File: src/sv/raster_focal_window_sum_macros.svh
// assertion macros for the focal window sum block
`ifndef RASTER_FOCAL_WINDOW_SUM_MACROS_SVH
`define RASTER_FOCAL_WINDOW_SUM_MACROS_SVH
`ifndef NO_ASSERTIONS
`define RFWS_ASSERT_IMP(label, ante, cons) \
   label: assert property (@(posedge clock) disable iff (reset) (ante) |-> (cons)) \
      else $error("rfws assertion failed");
`define RFWS_ASSERT_NEXT(label, ante, cons) \
   label: assert property (@(posedge clock) disable iff (reset) (ante) |=> (cons)) \
      else $error("rfws assertion failed");
`else
`define RFWS_ASSERT_IMP(label, ante, cons)
`define RFWS_ASSERT_NEXT(label, ante, cons)
`endif
`endif

File: src/sv/rfws_pkg.sv
`timescale 1ns / 1ps
package rfws_pkg;

   // default sizes
   localparam int DEF_MAX_COLUMNS = 1024;
   localparam int DEF_MAX_RADIUS  = 4;
   localparam int DEF_VALUE_WIDTH = 32;

   // configuration register widths
   localparam int COLUMNS_WIDTH   = 11;
   localparam int ROWS_WIDTH      = 16;
   localparam int RADIUS_WIDTH    = 3;
   localparam int NODATA_WIDTH    = 32;
   localparam int CSR_DATA_WIDTH  = 32;
   localparam int CSR_INDEX_WIDTH = 2;

   // configuration reset values
   localparam logic [COLUMNS_WIDTH-1:0] COLUMNS_RESET = 11'd1024;
   localparam logic [ROWS_WIDTH-1:0]    ROWS_RESET    = 16'd1024;
   localparam logic [RADIUS_WIDTH-1:0]  RADIUS_RESET  = 3'd1;
   localparam logic [NODATA_WIDTH-1:0]  NODATA_RESET  = 32'hD8F1_C000;

   typedef enum logic [CSR_INDEX_WIDTH-1:0] {
      CSR_COLUMNS = 2'd0,
      CSR_ROWS    = 2'd1,
      CSR_RADIUS  = 2'd2,
      CSR_NODATA  = 2'd3
   } csr_index_type;

   // request function codes
   localparam logic FUNC_CELL  = 1'b0;
   localparam logic FUNC_FLUSH = 1'b1;

   typedef enum logic [1:0] {
      ST_IDLE,
      ST_SCAN,
      ST_WAIT,
      ST_EMIT
   } state_type;

   // commands from controller to datapath
   typedef struct packed {
      logic req_ready;
      logic take;
      logic scan_init;
      logic scan_step;
      logic emit;
   } ctrl_type;

   // status from datapath to controller
   typedef struct packed {
      logic has_result;
      logic scan_last;
      logic rsp_free;
   } status_type;

endpackage

File: src/sv/rfws_ctrl.sv
`timescale 1ns / 1ps
module rfws_ctrl import rfws_pkg::*; (
   input  logic       clock,
   input  logic       reset,
   input  logic       req_valid,
   input  status_type sts,
   output ctrl_type   ctrl
);
   state_type state_ff, state_in;

   always_ff @(posedge clock) begin
      if (reset) begin
         state_ff <= ST_IDLE;
      end else begin
         state_ff <= state_in;
      end
   end

   // next state
   always_comb begin
      state_in = state_ff;
      case (state_ff)
         ST_IDLE: begin
            if (req_valid && sts.has_result) state_in = ST_SCAN;
         end
         ST_SCAN: begin
            if (sts.scan_last) state_in = ST_WAIT;
         end
         ST_WAIT: state_in = ST_EMIT;
         ST_EMIT: begin
            if (sts.rsp_free) state_in = ST_IDLE;
         end
         default: state_in = ST_IDLE;
      endcase
   end

   // commands
   always_comb begin
      ctrl = '0;
      case (state_ff)
         ST_IDLE: begin
            ctrl.req_ready = 1'b1;
            ctrl.take      = req_valid;
            ctrl.scan_init = req_valid && sts.has_result;
         end
         ST_SCAN: ctrl.scan_step = 1'b1;
         ST_WAIT: ctrl = '0;
         ST_EMIT: ctrl.emit = sts.rsp_free;
         default: ctrl = '0;
      endcase
   end
endmodule

File: config.mk
export PLATFORM = sky130hd
export DESIGN_NAME = rfws_ctrl
export DESIGN_NICKNAME = d
export VERILOG_FILES = /design/src/sv/raster_focal_window_sum_macros.svh /design/src/sv/rfws_pkg.sv /design/src/sv/rfws_ctrl.sv
export SDC_FILE = /design/constraint.sdc
export NUM_CORES = 1
export LEC_CHECK = 0
export BUFFER_PORTS_ARGS = -buffer_cell sky130_fd_sc_hd__clkbuf_2
export CORE_AREA = 2 2 39 41
export CTS_BUF_LIST = sky130_fd_sc_hd__clkbuf_16
export CTS_CLUSTER_SIZE = 40
export DETAILED_ROUTE_END_ITERATION = 10
export DIE_AREA = 0 0 41 43
export GPL_TIMING_DRIVEN = 0
export PLACE_DENSITY = 0.32
export SYNTH_ARGS = -nofsm -noshare
export SYNTH_HDL_FRONTEND = slang
export SYNTH_SLANG_ARGS = --single-unit
File: constraint.sdc
create_clock -name clock -period 1.5 [get_ports clock]
set_input_delay 0.3 -clock clock [delete_from_list [all_inputs] [get_ports clock]]
set_output_delay 0.3 -clock clock [all_outputs]
set_load 0.01 [all_outputs]
Word level (Yosys, flattened, before mapping)
Cells that the tools add are included.
- register bits after elaboration: 2
- word-level logic and storage cells: 17
- bits of input ports: 6
- output and inout bits: 5
- reduce and logical (&&, ||, !) cells: 3
- equal/unequal tests: 6
- multiplexer cells: 7
- operator list (cell ; number):
    2-bit one-hot mux with 4 select lines ; 1
    2-bit two-way mux ; 3
    2-bit inequality test, second input constant ; 3
    2-bit equality test, second input constant ; 2
    3-bit two-way mux ; 1
    3-bit AND reduction ; 1
    2-bit by 1-bit equality test with 1-bit output, second input constant ; 1
    2-bit zero test ; 1
    1-bit two-way mux ; 2
    1-bit logical AND ; 1

Depth between registers and ports, before layout
- depth in word-level cells: 3
- mapped depth: 4
- gate-level depth less buffers: 4

Least setup slack after synthesis
Ideal clock, no wire load.
- path kind: reg-to-reg
- start: register state_ff[1]
- end: register state_ff[0]
- clock period less this slack: 1390 ps
- stages on the path, launching flop included: 5
- data arrival time: 1318 ps
- data required time: 1428 ps
- path slack: 110 ps
- cell sequence: dfxtp_1 inv_1 ha_1 a222oi_1 mux2i_1
- longest elaborated chain between the ends: 3
- ends and longest elaborated chain (what ; RTL line ; source):
    start, declared ; rfws_ctrl.sv:9 ; state_type state_ff, state_in;
    start signal, assigned ; rfws_ctrl.sv:15 ; state_ff <= state_in;
    2-bit by 1-bit equality test with 1-bit output, or another cell as far along ; rfws_ctrl.sv:22 ; case (state_ff)
    2-bit inequality test (no source line) ; -- ;
    3-bit AND reduction (no source line) ; -- ;
Several ways; a longest one is shown, not always the timed one.
A chain may end at the register's enable or synchronous reset.

==> results.ini <==
[run_status]
status = completed

[timing]
drv_slew = 0
rsz0062_at_grt = no
hold_ws_ns = 0.386
worstMarginPinSlew_ns = 0.271
finClkSkew_ns = 0.00357
fin_crit_sh_pct = 95.0
period_needed_ns = 1.42
finalHoldViolCount = 0
fmax_mhz = 702
setup_viol = 0
slew_headroom_pct = 81.9
fin_ws_ns = 0.0751

[place]
placedCellCount = 48
io_buffers = 10
pre_cts_ws_ns = -0.0157
gp_congestion = 0.602
dpl_cell_area_um2 = 267

[power_and_ir_drop]
p_total_uw = 800
ir_worst_vdd_v = 0.00110
p_leak_nw = 0.191
power_density_nw_per_um2 = 2180

[clocking]
hold_buffers = 0
cts_buffers = 3
clock_latency_ns = 0.22
clk_path_buf_depth = 2
clkSinkCount = 2
path_clk_slew_ns = 0.03
cts_tree = built
htree_levels = 1
root_buffer = clkbuf_16

[setup_path]
start_kind = flop
crit_buf_inv = 2
critPathTopFamily = flip-flops
critPathKind = flop to output port
cp_slowest_stage_delay_ns = 0.35
cpMaxStageDelayCell = dfxtp_4
required_ns = 1.20
worstPathMaxFanout = 4
critPathArrivalTime_ns = 1.12
setup.worst_path.end_class = output port
crit_chain = inv_1, ha_4, and3_1, clkbuf_2

[global_routing]
grtUsageTotal_pct = 6.91
grt_pass1_wl_um = 710
antenna_found_initial = 0
grt-ovfl-total = 0
grt_pass1_vias = 195
grt_max_degree = 5

[synthesis]
synth_area_leader_cell = ha_1
synth_top_cell_area_share_pct = 31.8
ys_types = 10
yosysWarningCount = 0
synth_nets = 33
ys_seq_area_share_pct = 20.4
ys_ff_latch = 2
syn_area_um2 = 196
yosys-top-cells-area = ha_1 32%, dfxtp_1 20%, mux2i_1 10%
avgSynthCellArea_um2 = 8.93
postSynthCellCount = 22

[cells_and_area]
stdcell_count = 52
final_area_um2 = 367
register_area_um2 = 45.0
regMostFlops = state_ff
diodes = 0
multi_input_area_um2 = 154
largest_reg_flops = 2
syn_to_final_growth_pct = 86.6
drive_above_1_share_pct = 47.2
fill_cells = 161
largestRegisters = state_ff (2)
nNetsFinal = 49

[route]
routed_via_density = 3.87
drc = 0
wire_per_inst_um = 9.33
firstDrtPassIters = 4
ant_nets = 0
drt_iter0_markers = 4
drt_wl_total_um = 485
dr_total_vias = 201

[floorplanning]
fp.dieH_um = 43
start_util_pct = 14.2
std_cell_rows = 14
dieArea_um2 = 1760
die_w_um = 41
fp.coreArea_um2 = 1380
pin_count = 11

[job]
cap_viol_max_count = 0

[hold_path]
hold_class = input port to flop

-- per-layer routing --
| metal | vias to the layer above | routed length [µm] | track usage, % |
|---|---|---|---|
| li1 | 101 | - | - |
| met1 | 89 | 222 | 5.41 |
| met2 | 11 | 216 | 9.69 |
| met3 | 0 | 46 | 6.28 |
| met4 | 0 | 0 | 6.00 |
| met5 | - | 0 | 0 |
-- report_power, final --
part	internal, mW	leakage (nW)	switching [mW]
registers	0.0835	0.0175	0.0241
clock network	0.339	0.0370	0.0607
logic	0.150	0.136	0.142
total	0.572	0.191	0.227
-- synthesized netlist by cell type (all sizes together) --
master,instances
and2,2
mux2i,2
a222oi,1
o21bai,1
inv,4
and3,1
dfxtp,2
nand2b,3
ha,5
nand2,1
-- path summary, 6_finish.rpt --
kind / slack [ns] / end / startpoint / cells after the start
worst max-delay path: 0.08 / ctrl[2] / state_ff[0] / 4
worst min-delay path: 0.39 / state_ff[0] / reset / 3
worst max register to register: 0.09 / state_ff[0] / state_ff[1] / 5
worst min register to register: 0.50 / state_ff[1] / state_ff[1] / 2
-- per-stage QoR --
step | utilization [%] | TNS [ns]
finish | 26.5 | 0
floorplan | - | 0
CTS | 25.6 | 0
global route | 26.5 | 0
detailed placement | 19.3 | -0.0271
global placement | 19.3 | 0
-- tightest hold or removal path, delay by kind of cell --
family                 cells  cell delay (ns)
multiplexers               1             0.06
buffers and inverters      1             0.10
AND/OR/NAND/NOR            1             0.09
-- repair_timing --
action | 4_1_cts | 5_1_grt
endpoints found under the setup margin | 4 | 2
pin swaps | 1 | 2
cloned | 0 | 0
gates resized for setup | 3 | 2
buffers inserted | 1 | 0
-- placed cells by master, fill, tap and decap left out --
| cell | instances |
|---|---|
| a222oi_1 | 1 |
| and2_1 | 2 |
| and3_1 | 1 |
| buf_4 | 1 |
| clkbuf_16 | 3 |
| clkbuf_2 | 10 |
| dfxtp_2 | 1 |
| dfxtp_4 | 1 |
| ha_1 | 4 |
| ha_4 | 1 |
| inv_1 | 4 |
| mux2i_1 | 2 |
| nand2_1 | 1 |
| nand2b_1 | 3 |
| o21bai_1 | 1 |
-- layout make-up --
class                      instances  share of cell area, %
multi-input combinational         16                   42.0
clock buffer                       3                   20.5
timing repair buffer              11                   15.7
sequential                         2                   12.3
tap                               16                   5.46
inverter                           4                   4.10
-- kinds of logic (layout without fill, tap and decap cells) --
kind of cell | count (synthesis) | in the layout | share of synthesized area (%)
compound gates | 2 | 2 | 8.92
fa+ha+maj | 5 | 5 | 31.8
buf+inv | 4 | 18 | 7.64
flops | 2 | 2 | 20.4
mux | 2 | 2 | 10.2
simple gates | 7 | 7 | 21.0
Power figures use the tool's default switching activity.
